## src/rtl/core/alb_pkg.sv

```systemverilog
`default_nettype none

package alb_pkg;

    localparam int unsigned MAX_ALERTS  = 16;
    localparam int unsigned MAX_GROUPS  = 16;
    localparam int unsigned COUNT_W     = 8;
    localparam int unsigned GROUP_NUM_W = 4;
    localparam int unsigned CFG_INDEX_W = 3;
    localparam int unsigned CFG_DATA_W  = 64;

    // Item actions
    typedef enum logic [1:0] {
        ACT_SET       = 2'd0,
        ACT_CLEAR     = 2'd1,
        ACT_RESET_ALL = 2'd2
    } action_t;

    // Configuration register indexes
    localparam logic [CFG_INDEX_W-1:0] CFG_PERIOD_LOW  = 3'd0;
    localparam logic [CFG_INDEX_W-1:0] CFG_PERIOD_HIGH = 3'd1;
    localparam logic [CFG_INDEX_W-1:0] CFG_LATCH_MASK  = 3'd2;
    localparam logic [CFG_INDEX_W-1:0] CFG_CLEAR_MASK  = 3'd3;
    localparam logic [CFG_INDEX_W-1:0] CFG_GROUP_MAP   = 3'd4;

    typedef struct packed {
        logic [63:0]           period_low;
        logic [63:0]           period_high;
        logic [MAX_ALERTS-1:0] latch_mask;
        logic [MAX_ALERTS-1:0] clear_mask;
        logic [63:0]           group_map;
    } cfg_t;

    typedef struct packed {
        logic [1:0] action;
        logic [3:0] alert_index;
        logic       condition;
    } item_t;

endpackage

`default_nettype wire

```

## src/rtl/core/alb_chan_bank.sv

```systemverilog
`default_nettype none

module alb_chan_bank #(
    parameter int unsigned NUM_ALERTS = 16
) (
    input  wire logic                          aclk,
    input  wire logic                          aresetn,
    input  wire logic                          update,
    input  wire alb_pkg::item_t                item,
    input  wire alb_pkg::cfg_t                 cfg,
    output logic [alb_pkg::MAX_ALERTS-1:0]     alert_next
);
    import alb_pkg::*;

    logic set_any;
    logic clear_one;
    logic clear_all;

    // Decode the action once for every channel
    always_comb begin
        set_any   = 1'b0;
        clear_one = 1'b0;
        clear_all = 1'b0;
        case (item.action)
            ACT_SET:       set_any   = 1'b1;
            ACT_CLEAR:     clear_one = 1'b1;
            ACT_RESET_ALL: clear_all = 1'b1;
            default:       ;
        endcase
    end

    genvar i;
    generate
        for (i = 0; i < MAX_ALERTS; i++) begin : g_chan
            if (i < NUM_ALERTS) begin : g_live
                logic [COUNT_W-1:0] count_reg;
                logic [COUNT_W-1:0] count_next;
                logic               seen_reg;
                logic               seen_next;
                logic               out_reg;
                logic               out_next;
                logic [COUNT_W-1:0] period;
                logic [COUNT_W-1:0] count_set;
                logic               hit;
                logic               may_clear;

                if (i < 8) begin : g_lo
                    assign period = cfg.period_low[(i % 8) * 8 +: 8];
                end else begin : g_hi
                    assign period = cfg.period_high[(i % 8) * 8 +: 8];
                end

                assign hit       = (item.alert_index == 4'(i));
                assign may_clear = !cfg.latch_mask[i] || cfg.clear_mask[i];

                // Advance or clear debounce count, settle output
                always_comb begin
                    count_next = count_reg;
                    seen_next  = seen_reg;
                    out_next   = out_reg;
                    count_set  = '0;
                    if (update) begin
                        if (set_any && hit) begin
                            if (seen_reg == item.condition) begin
                                count_set = (count_reg < period)
                                    ? COUNT_W'(count_reg + 1'b1) : count_reg;
                            end
                            count_next = count_set;
                            seen_next  = item.condition;
                            if (count_set >= period) begin
                                if (item.condition) begin
                                    out_next = 1'b1;
                                end else if (!cfg.latch_mask[i]) begin
                                    out_next = 1'b0;
                                end
                            end
                        end else if (((clear_one && hit) || clear_all) && may_clear) begin
                            count_next = '0;
                            seen_next  = 1'b0;
                            out_next   = 1'b0;
                        end
                    end
                end

                always_ff @(posedge aclk) begin
                    if (!aresetn) begin
                        count_reg <= '0;
                        seen_reg  <= 1'b0;
                        out_reg   <= 1'b0;
                    end else begin
                        count_reg <= count_next;
                        seen_reg  <= seen_next;
                        out_reg   <= out_next;
                    end
                end

                assign alert_next[i] = out_next;
            end else begin : g_absent
                assign alert_next[i] = 1'b0;
            end
        end
    endgenerate

endmodule

`default_nettype wire

```

## src/rtl/core/alb_group_sum.sv

```systemverilog
`default_nettype none

module alb_group_sum #(
    parameter int unsigned NUM_GROUPS = 16
) (
    input  wire logic [alb_pkg::MAX_ALERTS-1:0] alert_flags,
    input  wire logic [63:0]                    group_map,
    output logic [alb_pkg::MAX_GROUPS-1:0]      group_flags
);
    import alb_pkg::*;

    localparam logic [GROUP_NUM_W:0] GROUP_LIMIT = (GROUP_NUM_W + 1)'(NUM_GROUPS);

    logic [GROUP_NUM_W-1:0] grp;

    // OR raised alerts into valid groups, and always into the any-alert bit
    always_comb begin
        group_flags = '0;
        grp         = '0;
        for (int a = 0; a < MAX_ALERTS; a++) begin
            grp = group_map[a * GROUP_NUM_W +: GROUP_NUM_W];
            if (alert_flags[a]) begin
                group_flags[0] = 1'b1;
                if ({1'b0, grp} < GROUP_LIMIT) begin
                    group_flags[grp] = 1'b1;
                end
            end
        end
    end

endmodule

`default_nettype wire

```

## src/rtl/core/debounced_latching_alert_bank.sv

```systemverilog
`default_nettype none

// Bank of debounced alert channels with per-group summary flags.
//
// Input channel (s_*): one transaction per event: set a channel's raw
// condition, clear one channel, or clear every clearable channel.
// Result channel (m_*): one transaction per input transaction, in order,
// carrying every alert output bit and the group OR flags after that event.
// Configuration channel (cfg_*): always ready; write only while the bank
// is idle.
//
// Flow: the input register takes the transaction, then the result register
// loads it once that register is free, which raises m_valid. Throughput: one
// transaction per cycle while m_ready stays high, set by the combinational
// channel update and group OR tree.
// Reset (aresetn low, synchronous): all counters, seen bits, outputs and
// configuration registers go to zero, and both stages empty.
// A stalled receiver holds the result register; the input register keeps
// one more transaction, after which s_ready drops until m_ready returns.
module debounced_latching_alert_bank #(
    parameter int unsigned NUM_ALERTS = 16,
    parameter int unsigned NUM_GROUPS = 16
) (
    input  wire logic        aclk,
    input  wire logic        aresetn,

    input  wire logic        s_valid,
    output logic             s_ready,
    input  wire logic [1:0]  s_action,
    input  wire logic [3:0]  s_alert_index,
    input  wire logic        s_condition,

    output logic             m_valid,
    input  wire logic        m_ready,
    output logic [15:0]      m_alert_flags,
    output logic [15:0]      m_group_flags,

    input  wire logic        cfg_valid,
    output logic             cfg_ready,
    input  wire logic [alb_pkg::CFG_INDEX_W-1:0] cfg_index,
    input  wire logic [alb_pkg::CFG_DATA_W-1:0]  cfg_data
);
    import alb_pkg::*;

    cfg_t  cfg_reg;
    item_t item_reg;
    logic  item_valid_reg;
    logic  out_valid_reg;
    logic  advance;

    logic [MAX_ALERTS-1:0] alert_next;
    logic [MAX_GROUPS-1:0] group_next;
    logic [15:0]           alert_flags_reg;
    logic [15:0]           group_flags_reg;

    assign cfg_ready = 1'b1;

    // Hold configuration registers
    always_ff @(posedge aclk) begin
        if (!aresetn) begin
            cfg_reg <= '0;
        end else if (cfg_valid) begin
            case (cfg_index)
                CFG_PERIOD_LOW:  cfg_reg.period_low  <= cfg_data;
                CFG_PERIOD_HIGH: cfg_reg.period_high <= cfg_data;
                CFG_LATCH_MASK:  cfg_reg.latch_mask  <= cfg_data[MAX_ALERTS-1:0];
                CFG_CLEAR_MASK:  cfg_reg.clear_mask  <= cfg_data[MAX_ALERTS-1:0];
                CFG_GROUP_MAP:   cfg_reg.group_map   <= cfg_data;
                default:         ;
            endcase
        end
    end

    // Move the held transaction into the result register when it is free
    assign advance = item_valid_reg && (!out_valid_reg || m_ready);
    assign s_ready = !item_valid_reg || advance;

    always_ff @(posedge aclk) begin
        if (!aresetn) begin
            item_valid_reg <= 1'b0;
        end else if (s_ready) begin
            item_valid_reg <= s_valid;
        end
    end

    always_ff @(posedge aclk) begin
        if (s_valid && s_ready) begin
            item_reg.action      <= s_action;
            item_reg.alert_index <= s_alert_index;
            item_reg.condition   <= s_condition;
        end
    end

    alb_chan_bank #(
        .NUM_ALERTS (NUM_ALERTS)
    ) u_chan_bank (
        .aclk       (aclk),
        .aresetn    (aresetn),
        .update     (advance),
        .item       (item_reg),
        .cfg        (cfg_reg),
        .alert_next (alert_next)
    );

    alb_group_sum #(
        .NUM_GROUPS (NUM_GROUPS)
    ) u_group_sum (
        .alert_flags (alert_next),
        .group_map   (cfg_reg.group_map),
        .group_flags (group_next)
    );

    // Hold the result until the receiver takes it
    always_ff @(posedge aclk) begin
        if (!aresetn) begin
            out_valid_reg <= 1'b0;
        end else if (advance) begin
            out_valid_reg <= 1'b1;
        end else if (m_ready) begin
            out_valid_reg <= 1'b0;
        end
    end

    always_ff @(posedge aclk) begin
        if (advance) begin
            alert_flags_reg <= alert_next;
            group_flags_reg <= group_next;
        end
    end

    assign m_valid       = out_valid_reg;
    assign m_alert_flags = alert_flags_reg;
    assign m_group_flags = group_flags_reg;

endmodule

`default_nettype wire
```

## config.mk

```make
export PLATFORM = sky130hd
export DESIGN_NAME = debounced_latching_alert_bank
export DESIGN_NICKNAME = d
export VERILOG_FILES = /design/src/rtl/core/alb_pkg.sv /design/src/rtl/core/alb_chan_bank.sv /design/src/rtl/core/alb_group_sum.sv /design/src/rtl/core/debounced_latching_alert_bank.sv
export SDC_FILE = /design/constraint.sdc
export NUM_CORES = 1
export LEC_CHECK = 0
export BUFFER_PORTS_ARGS = -buffer_cell sky130_fd_sc_hd__clkbuf_2
export CORE_UTILIZATION = 57
export DETAILED_ROUTE_END_ITERATION = 8
export PLACE_DENSITY = 0.77
export SLEW_MARGIN = 20
export SYNTH_ARGS = -nofsm -noshare
export SYNTH_HDL_FRONTEND = slang
export SYNTH_SLANG_ARGS = --single-unit
```

## constraint.sdc

```tcl
create_clock -name aclk -period 4.7 [get_ports aclk]
set_input_delay 0.94 -clock aclk [delete_from_list [all_inputs] [get_ports aclk]]
set_output_delay 0.94 -clock aclk [all_outputs]
set_load 0.03 [all_outputs]
```

# Word-level counts from Yosys, hierarchy flattened
# Cells that the tools add are included.
[word_totals] wordCells=628 output_inout_bits=35 ff_bits=425 input_bits=79
[classes] reduce_logical=159 eq_ne=37 n_addsub=16 n_mux=277 order_cmp=64 bitwise=15
[ops] cell="$mux W8" count=96
[ops] cell="$mux W16" count=16
[ops] cell="$or A16 B16 Y16" count=15
[ops] cell="$mux W1" count=149
[ops] cell="$add A8 B1 Y8 const B" count=16
[ops] cell="$ge A8 B8 Y1" count=16
[ops] cell="$lt A8 B8 Y1" count=16
[ops] cell="$lt A4 B5 Y1 const B" count=16
[ops] cell="$logic_and A1 B1 Y1" count=66
[ops] cell="$demux W1 S4" count=16
[ops] cell="$ge A4 B1 Y1 const B" count=16
[ops] cell="$reduce_and A2 Y1" count=21
[ops] cell="$logic_or A1 B1 Y1" count=34
[ops] cell="$reduce_bool A2 Y1" count=17
[ops] cell="$eq A4 B4 Y1 const B" count=8
[ops] cell="$logic_not A1 Y1" count=18
[ops] cell="$eq A1 B1 Y1" count=16
[ops] cell="$eq A4 B3 Y1 const B" count=4
[ops] cell="$eq A4 B2 Y1 const B" count=2
[ops] cell="$eq A3 B2 Y1 const B" count=2
[ops] cell="$eq A4 B1 Y1 const B" count=1
[ops] cell="$logic_not A4 Y1" count=1
[ops] cell="$eq A3 B1 Y1 const B" count=1
[ops] cell="$eq A3 B3 Y1 const B" count=1
[ops] cell="4 further kinds" count=4

# Logic depth before layout (Yosys ltp)
# Gate-level depths: netlist (run 1).
[depth] ltp_word=40 mapped_depth=24 depth_no_buf=22

# Modules after synthesis
# A second synthesis (run 1) with hierarchy kept.
[hier_totals] cells_unflattened=3381 hier_area_um2=28419.8
[modules_own_cells] mod="alb_chan_bank" instances=1 area_each_um2=16896.2 cells_per_inst=2211
[modules_own_cells] mod="debounced_latching_alert_bank" instances=1 area_each_um2=9599.2 cells_per_inst=848
[modules_own_cells] mod="alb_group_sum" instances=1 area_each_um2=1924.3 cells_per_inst=322

# Least setup slack after synthesis (run 1)
# No wires, ideal clock.
[synth_timing] path_type="reg-to-reg" startpoint="reg cfg_reg[220] (netlist name)" endpoint="reg group_flags_reg[8], in the netlist m_group_flags[8], data pin" period_less_slack_ns=4.956 stages_incl_launch_ff=22 setup_slack_ns=-0.256 arrival_ns=4.684 setup_time_ns=0.272 path_cell_list="dfxtp_1 > inv_1 > ha_1 > and2_1 > o21ai_0 > o21ai_0 > o41a_1 > clkbuf_1 > nand4b_1 > or2_2 > xor2_1 > nor2_1 > ha_1 > and2_1 > a221oi_1 > o21a_1 > o211ai_2 > nand3b_2 > o311ai_0 > a211o_1 > or4_1 > or4_1"
[synth_between] elab_chain_cells=26
[synth_rtl] element="start, declared" line="debounced_latching_alert_bank.sv:45" source="cfg_t cfg_reg;"
[synth_rtl] element="$lt A8 B8 Y1" line="alb_chan_bank.sv:65" source="count_set = (count_reg < period)"
[synth_rtl] element="$mux W8" line="alb_chan_bank.sv:66" source="? COUNT_W'(count_reg + 1'b1) : count_reg;"
[synth_rtl] element="$mux W8" line="alb_chan_bank.sv:64" source="if (seen_reg == item.condition) begin"
[synth_rtl] element="$mux W8" line="alb_chan_bank.sv:63" source="if (set_any && hit) begin"
[synth_rtl] element="$mux W8" line="alb_chan_bank.sv:62" source="if (update) begin"
[synth_rtl] element="$ge A8 B8 Y1 *" line="alb_chan_bank.sv:70" source="if (count_set >= period) begin"
[synth_rtl] element="$mux W1 *" line="alb_chan_bank.sv:70"
[synth_rtl] element="$mux W1 *" line="alb_chan_bank.sv:63"
[synth_rtl] element="[... 1 more ...]"
[synth_rtl] element="via u_chan_bank.g_chan[7].g_live.out_next" line="alb_chan_bank.sv:41" source="logic out_next;"
[synth_rtl] element="[... 10 more ...]"
[synth_rtl] element="$mux W16 *" line="alb_group_sum.sv:22" source="if (alert_flags[a]) begin"
[synth_rtl] element="$or A16 B16 Y16 (no line)"
[synth_rtl] element="$mux W16 *" line="alb_group_sum.sv:22"
[synth_rtl] element="$or A16 B16 Y16 (no line)"
[synth_rtl] element="$mux W16 *" line="alb_group_sum.sv:22"
[synth_rtl] element="$or A16 B16 Y16 (no line)"
[synth_rtl] element="$mux W16 *" line="alb_group_sum.sv:22"
[synth_rtl] element="via group_next[8]" line="debounced_latching_alert_bank.sv:52" source="logic [MAX_GROUPS-1:0] group_next;"
[synth_rtl] element="end signal, assigned" line="debounced_latching_alert_bank.sv:127" source="group_flags_reg <= group_next;"
[synth_rtl] element="end, declared" line="debounced_latching_alert_bank.sv:54" source="logic [15:0] group_flags_reg;"
# Mark *: on every way through the listed nets, which the timed path passes. The rest lies on a longest branch. The select of a mux whose other input is x is not followed.
# A chain may end at the register's enable or synchronous reset.

# Final worst setup path (run 1)
[layout_timing] startpoint="reg cfg_reg[217] (netlist name)" endpoint="reg group_flags_reg[8], in the netlist m_group_flags[8], data pin"
# Same word-level chain as after synthesis.

==> results.json, run 1 <==
{
  "largest_register_ffs": 224,
  "area_growth_pct": 24.3,
  "min_period_ps": 4950,
  "detailedRoute.firstPassIterationCount": 7,
  "source_of_the_worst_register_to_register_timing_path": "cfg_reg[217]",
  "outcome": "finished with violations",
  "design.die.area_um2": 50400,
  "final_setup_fails": 13,
  "min_from": "cfg_reg[105]",
  "path_clk_slew_ps": 60,
  "mappedNetlistArea_um2": 28200,
  "critPathRequiredTime_ps": 5030,
  "power.density_nw_per_um2": 250,
  "grt_remaining_overflow": 0,
  "min_path_cells": 2,
  "worst_slack_placed_ps": -689,
  "synthesis.area_per_instance_um2": 7.81,
  "worstSetupStartpointType": "flip-flop",
  "initial_utilization_pct": 57.8,
  "chipHeight_um": 225,
  "vdd_drop_max_v": 0.000244,
  "vias": 28700,
  "clock_latency_ps": 610,
  "number_of_nets_in_the_layout": 4351,
  "layout.cells.most_common_list": "sky130_fd_sc_hd__nand2_1, sky130_fd_sc_hd__buf_4, sky130_fd_sc_hd__dfxtp_1, sky130_fd_sc_hd__ha_1, sky130_fd_sc_hd__a21boi_0",
  "max_slew_margin_pct": 22.8,
  "cts_root_buffer": "sky130_fd_sc_hd__clkbuf_16",
  "worst_slack_ps": -251,
  "std_cell_rows": 81,
  "number_of_cts_inserted_buffers": 48,
  "viasPerCell": 6.08,
  "tightest_hold_margin_ps": 462,
  "largest_area_contributor_in_the_netlist": "sky130_fd_sc_hd__dfxtp_1",
  "synth.distinct_cells": 100,
  "asyncSetResetFlopFracSynth_pct": 0,
  "n_fill_cell": 3848,
  "via_count_of_the_first_global_routing_pass": 26900,
  "floorplan.core_area_um2": 48800,
  "final_estimated_routing_congestion_in_global_placement": 1.16,
  "max_slew.worst_pin.slew_ps": 1150,
  "synth-seq-area-share_pct": 31.5,
  "drc": 0,
  "first_pass_grt_wire_length_mm": 148,
  "netlist_top_cells_area": "sky130_fd_sc_hd__dfxtp_1, sky130_fd_sc_hd__ha_1, sky130_fd_sc_hd__nand2_1",
  "stages_on_worst_setup_path": 20,
  "dp_hpwl_mm": 71.6,
  "synth_nets": 3949,
  "crit_chain": "inv_2, ha_4, a21o_1, a21oi_2, o21ai_1, o41a_1, nand4b_1, or2_4, xor2_1, nor2_1, ha_1, and2_4, a221oi_4, o21a_1, o211ai_4, nand3b_4, o311ai_4, a211o_1, or4_4, or4_1",
  "fin_worst_skew_ps": 20.4,
  "antenna_violations_before_repair": 1,
  "critical_path.top_delay_family": "simple AND/OR/NAND/NOR gates",
  "slew_viol_final": 0,
  "worstPathMaxFanout": 3,
  "io_pins": 114,
  "routed_wl_mm": 97.1,
  "critPathCaptureType": "flip-flop",
  "crit_type": "reg2reg",
  "dr.first_iter.drc_count": 2895,
  "ys.warnings.count": 0,
  "violated_checks": "setup timing",
  "ant_nets": 0,
  "timing.critical_path.slowest_cell_delay_ps": 540,
  "chipWidth_um": 225,
  "rsz0062_at_grt": "true",
  "reg2reg_setup_slack_ps": -250,
  "drv.max_cap_violation_count": 0,
  "cts_tree": "built",
  "timing.critical_path.from": "cfg_reg[217]",
  "synth_cells": 3614,
  "cts.path.max_buffers": 3,
  "critPathSlowestCell": "sky130_fd_sc_hd__or4_4",
  "crit_buf_inv": 1,
  "placement.io_buffers": 112,
  "fmaxAchievable_mhz": 202,
  "number_of_enable_type_register_cells_in_the_synthesized_netlist": 39,
  "class_of_the_tightest_hold_or_removal_check": "reg2reg",
  "htree_num_levels": 2,
  "ff2ff_path_depth": 20,
  "worst-endpoint-arrival_ps": 5280,
  "p_leak_nw": 13.6,
  "hold_violations": 0,
  "grt_start_max_net_pins": 77,
  "clock_sink_count": 425,
  "synth_flop_cell": "sky130_fd_sc_hd__dfxtp_1",
  "postSynthRegisterBits": 425,
  "post_route_cells_drive_above_1_share_pct": 20.6,
  "final_clock_period_utilization_by_the_worst_path_pct": 105,
  "route.detailed.wl_per_inst_um": 20.6,
  "grt_usage_pct": 37.3,
  "synth_largest_type_area_fraction_pct": 27.4,
  "final_common_cell": "sky130_fd_sc_hd__nand2_1"
}
## logic make-up after synthesis
logic type / Yosys count / synth area share, %
and+or+nand+nor: 1592 / 26.9
AOI/OAI and AO/OA: 845 / 20.8
DFF: 425 / 31.5
buffers and inverters: 349 / 4.86
adders and majority gates: 256 / 11.3
xor gates and xnor gates: 128 / 3.97
muxes: 18 / 0.652
other: 1 / 0.0133
## synth_stat cells (all sizes together) (11+ instances only)
master,n
nand2,683
dfxtp,386
ha,256
nor2,249
a21boi,240
inv,178
o21ai,176
nand3,144
clkbuf,134
nand2b,98
a21oi,96
xor2,74
nor3,66
nor2b,62
and2,55
xnor2,54
nand4,52
o31ai,51
edfxtp,39
buf,37
o22ai,37
a21o,35
nor4,35
a31oi,33
or3,31
and3,27
o21a,21
nand3b,16
mux2i,15
or4,14
o41ai,13
a211o,12
nor3b,12
or2,12
o2111ai,11
o211ai,11
## layer usage
metal  GRT usage [%]  wire, um  vias up
met2            59.3     43300     1355
met3            6.06      8470      285
li1                -         -    13600
met5               0         0        -
met1            48.4     40000    13500
met4            19.9      5200        0
## stage by stage
stage | TNS (ps) | instances | total power (W) | instance area [um^2] | utilization, %
floorplan | -51.3 | 3614 | 0.00430 | 28300 | -
global placement | -4910 | 4580 | 0.00462 | 31800 | 65.0
detailed placement | -6280 | 4580 | 0.00463 | 31800 | 65.0
CTS | -1040 | 4687 | 0.00875 | 34000 | 69.6
global route | -3860 | 4721 | 0.00901 | 35100 | 71.8
finish | -1740 | 4722 | 0.00878 | 35100 | 71.8
## worst register-to-register path, cell delays in order, from the launching register on
cell                       delay (ps)
sky130_fd_sc_hd__dfxtp_2          320
sky130_fd_sc_hd__inv_2             70
sky130_fd_sc_hd__ha_4             190
sky130_fd_sc_hd__a21o_1           160
sky130_fd_sc_hd__a21oi_2          130
sky130_fd_sc_hd__o21ai_1           80
sky130_fd_sc_hd__o41a_1           320
sky130_fd_sc_hd__nand4b_1         220
sky130_fd_sc_hd__or2_4            260
sky130_fd_sc_hd__xor2_1           180
sky130_fd_sc_hd__nor2_1            70
sky130_fd_sc_hd__ha_1             300
sky130_fd_sc_hd__and2_4           160
sky130_fd_sc_hd__a221oi_4         310
sky130_fd_sc_hd__o21a_1           220
sky130_fd_sc_hd__o211ai_4         150
sky130_fd_sc_hd__nand3b_4         150
sky130_fd_sc_hd__o311ai_4         120
sky130_fd_sc_hd__a211o_1          300
sky130_fd_sc_hd__or4_4            540
sky130_fd_sc_hd__or4_1            400
## final cells by class
class	instances	area, um^2	share of cell area (%)
multi-input cells	2840	19200	54.6
flip-flops and latches	425	8920	25.4
repair buffers	523	3770	10.7
clock buffers	71	1430	4.08
well taps	664	831	2.37
inverters	178	671	1.91
clock inverters	18	294	0.838
diodes	3	7.51	0.0214
## repair_timing
item	CTS	global route
gates resized for setup	90	183
hold buffers	0	0
pin swaps	62	111
buffers inserted	20	38
endpoints found under the setup margin	16	16
hold endpoints to repair	0	0
## path summary, 6_finish.rpt
path | end
worst max register to register | m_group_flags[8]
worst max-delay path | m_group_flags[8]
worst min-delay path | cfg_reg[105]
worst min register to register | cfg_reg[105]
## power by group
| part | internal (W) | switching (W) | total, W |
|---|---|---|---|
| clock | 0.00251 | 0.00163 | 0.00414 |
| combinational | 0.000337 | 0.000534 | 0.000871 |
| sequential | 0.00371 | 0.0000611 | 0.00377 |
No activity file was read; power rests on OpenSTA's default activity.
==> run 2, diff against run 1 <==
--- a/config.mk
+++ b/config.mk
@@ -5,7 +5,8 @@
 export SDC_FILE = /design/constraint.sdc
 export NUM_CORES = 1
 export LEC_CHECK = 0
-export BUFFER_PORTS_ARGS = -buffer_cell sky130_fd_sc_hd__clkbuf_2
+export ABC_AREA = 1
+export BUFFER_PORTS_ARGS = -buffer_cell sky130_fd_sc_hd__buf_2
 export CORE_UTILIZATION = 57
 export DETAILED_ROUTE_END_ITERATION = 8
 export PLACE_DENSITY = 0.77
==> run 2 against run 1 <==
  * The flow now finishes without violations
  * Critical path depth grew 1
  * Wire length shrank 12%
  * Worst setup slack gained 880 ps
  * Final cell count grew 2.5%
  * Sequential power is essentially flat
  * Global-route usage shrank 3.2 points
  * Largest cell class unchanged
  * Synthesized cell count grew 14%
  * Clock power shrank 7.2%
  * Largest power group unchanged
==> results.json, run 2 <==
{
  "initial_utilization_pct": 57.8,
  "synthesis.area_per_instance_um2": 6.71,
  "htree_num_levels": 2,
  "hold_violations": 0,
  "min_period_ps": 4070,
  "vdd_drop_max_v": 0.000271,
  "viasPerCell": 5.67,
  "post_cts_buffers": 0,
  "netlist_top_cells_area": "sky130_fd_sc_hd__dfxtp_1, sky130_fd_sc_hd__nand2_1, sky130_fd_sc_hd__ha_1",
  "cts_root_buffer": "sky130_fd_sc_hd__clkbuf_16",
  "via_count_of_the_first_global_routing_pass": 24800,
  "fin_cells": 4838,
  "dp.cells": 4748,
  "number_of_enable_type_register_cells_in_the_synthesized_netlist": 39,
  "vias": 27400,
  "dp_hpwl_mm": 63.3,
  "asyncSetResetFlopFracSynth_pct": 0,
  "synth.distinct_cells": 48,
  "worst_slack_ps": 632,
  "final_common_cell": "sky130_fd_sc_hd__nand2_1",
  "routed_wl_mm": 85.1,
  "crit_buf_inv": 3,
  "n_fill_cell": 4571,
  "ys.warnings.count": 0,
  "cts_tree": "built",
  "post-synth-top-count-cell": "sky130_fd_sc_hd__nand2_1",
  "tns_ps": 0,
  "cts.path.max_buffers": 3,
  "multiInputGateArea_um2": 16100,
  "chipWidth_um": 222,
  "critPathSlowestCell": "sky130_fd_sc_hd__inv_1",
  "grt_remaining_overflow": 0,
  "antenna_violations_before_repair": 3,
  "netSwitchingFraction_pct": 27.9,
  "io_pins": 114,
  "critPathCaptureType": "flip-flop",
  "p_switching_w": 0.00243,
  "postSynthRegisterBits": 425,
  "max_slew_margin_pct": 22.8,
  "crit_type": "reg2reg",
  "p_leak_nw": 13.0,
  "largest_register_ffs": 224,
  "grt_start_max_net_pins": 133,
  "rsz0062_at_grt": "false",
  "synth_flop_cell": "sky130_fd_sc_hd__dfxtp_1",
  "synth-seq-area-share_pct": 32.2,
  "slew_viol_final": 0,
  "std_cell_rows": 80,
  "number_of_nets_in_the_layout": 4518,
  "worst-endpoint-arrival_ps": 4420,
  "comb_power_share_pct": 12.1,
  "cts.hold.buffers_added": 0,
  "clock_latency_ps": 600,
  "design.die.area_um2": 49400,
  "largest_area_contributor_in_the_netlist": "sky130_fd_sc_hd__dfxtp_1",
  "power.density_nw_per_um2": 287,
  "regArea_um2": 8900,
  "drv.max_cap_violation_count": 0,
  "post_route_cells_drive_above_1_share_pct": 6.89,
  "fin_worst_skew_ps": 21.4,
  "fmaxAchievable_mhz": 246,
  "final_clock_period_utilization_by_the_worst_path_pct": 86.6,
  "n_antenna_cell": 0,
  "area_growth_pct": 9.35,
  "layout.cells.most_common_list": "sky130_fd_sc_hd__nand2_1, sky130_fd_sc_hd__a21oi_1, sky130_fd_sc_hd__inv_1, sky130_fd_sc_hd__nor2_1, sky130_fd_sc_hd__dfxtp_1",
  "cts_resized": 0,
  "chipHeight_um": 222,
  "outcome": "complete, no violations",
  "number_of_cts_inserted_buffers": 48,
  "worstSetupStartpointType": "flip-flop",
  "fin_total_pwr_w": 0.00869,
  "placement.io_buffers": 112,
  "crit_chain": "inv_1, ha_1, a21oi_1, o21ai_0, nand4_1, nand2_1, inv_1, nor2_1, a211oi_1, ha_1, a21oi_1, o21a_1, nand3_1, nand2_1, nand3_1, inv_1, nor2_1, nor2_1, nand3_1, nor2_1, nand3_1",
  "synth_largest_type_area_fraction_pct": 27.9,
  "clock_sink_count": 425,
  "floorplan.core_area_um2": 47800,
  "path_clk_slew_ps": 70,
  "synth_nets": 4457,
  "first_pass_grt_wire_length_mm": 134,
  "detailedRoute.firstPassIterationCount": 6,
  "final_setup_fails": 0,
  "synth_commonest_cells": "sky130_fd_sc_hd__nand2_1, sky130_fd_sc_hd__a21oi_1, sky130_fd_sc_hd__inv_1",
  "pwr-share-clk_pct": 44.2,
  "final_core_utilization_pct": 63.2,
  "class_of_the_tightest_hold_or_removal_check": "reg2reg",
  "mappedNetlistArea_um2": 27700,
  "worstPathMaxFanout": 11,
  "max_slew.worst_pin.slew_ps": 1150,
  "dr.first_iter.drc_count": 2485,
  "synth_cells": 4122,
  "timing.critical_path.slowest_cell_delay_ps": 340,
  "route.detailed.wl_per_inst_um": 17.6,
  "internal-power_w": 0.00626,
  "drc": 0,
  "power.share.sequential_pct": 43.7,
  "final_estimated_routing_congestion_in_global_placement": 1.12,
  "worst_slack_placed_ps": 694,
  "critical_path.top_delay_family": "simple AND/OR/NAND/NOR gates",
  "grt_usage_pct": 34.1,
  "ant_nets": 0,
  "critPathRequiredTime_ps": 5050
}
[run 2: cell types whose count changed after synthesis, moves of 44 or more]
cell / previous run / this run
sky130_fd_sc_hd__nor2b_1: 61 / 0
sky130_fd_sc_hd__inv_1: 175 / 536
sky130_fd_sc_hd__o31ai_1: 49 / 1
sky130_fd_sc_hd__a21oi_1: 96 / 541
sky130_fd_sc_hd__o21ai_0: 173 / 294
sky130_fd_sc_hd__xnor2_1: 54 / 10
sky130_fd_sc_hd__nand3_1: 144 / 254
sky130_fd_sc_hd__nand4_1: 52 / 105
sky130_fd_sc_hd__and2_1: 54 / 0
sky130_fd_sc_hd__nor2_1: 247 / 395
sky130_fd_sc_hd__a21boi_0: 239 / 0
sky130_fd_sc_hd__nand2b_1: 98 / 0
sky130_fd_sc_hd__nand2_1: 683 / 911
[run 2: power groups by stage]
stage               Clock, W  Combinational (W)  Sequential (W)
CTS                  0.00388            0.00104         0.00379
global route         0.00402            0.00118         0.00380
global placement           0            0.00102         0.00387
floorplan                  0           0.000686         0.00388
finish               0.00384            0.00106         0.00380
detailed placement         0            0.00103         0.00387
[run 2: cells by family (layout without fill, tap and decap cells)]
family	after synthesis	in the layout	share of synthesized area, %
other cells	1	1	0.0136
xor+xnor	46	46	1.46
buf+inv	680	781	9.55
flops	425	425	32.2
fa+ha+maj	256	256	11.6
compound gates	930	930	17.8
simple gates	1784	1784	27.5
[run 2: tightest hold or removal path, delay by kind of cell (launching register included)]
| kind | cells | cell delay, ps |
|---|---|---|
| buffers and inverters | 1 | 60 |
| AOI/OAI and AO/OA | 1 | 60 |
| DFF | 1 | 290 |
[run 2: stage by stage]
stage	hold slack (ps)	instance area, um^2
global route	469	30200
finish	455	30200
floorplan	424	27700
detailed placement	445	28700
global placement	442	28700
CTS	454	30200
[run 2: cell type report]
cell class / count / area share, %
inverters: 563 / 7.02
clock inverters: 19 / 0.517
clock buffers: 71 / 4.76
repair buffers: 128 / 2.39
flip-flops and latches: 425 / 29.4
well taps: 615 / 2.54
multi-input cells: 3017 / 53.4
[run 2: worst paths after layout]
path	startpoint	endpoint	slack, ps	depth (start not counted)
min	cfg_reg[66]	cfg_reg[66]	450	2
min reg2reg	cfg_reg[66]	cfg_reg[66]	450	2
max reg2reg	cfg_reg[179]	m_group_flags[12]	630	21
max	cfg_reg[179]	m_group_flags[12]	630	21
[run 2: metal layers]
| metal | wire length, um | track usage (%) |
|---|---|---|
| met1 | 38500 | 47.4 |
| met2 | 36300 | 52.9 |
| met3 | 7370 | 5.90 |
| met4 | 2900 | 12.1 |
| met5 | 15 | 0 |
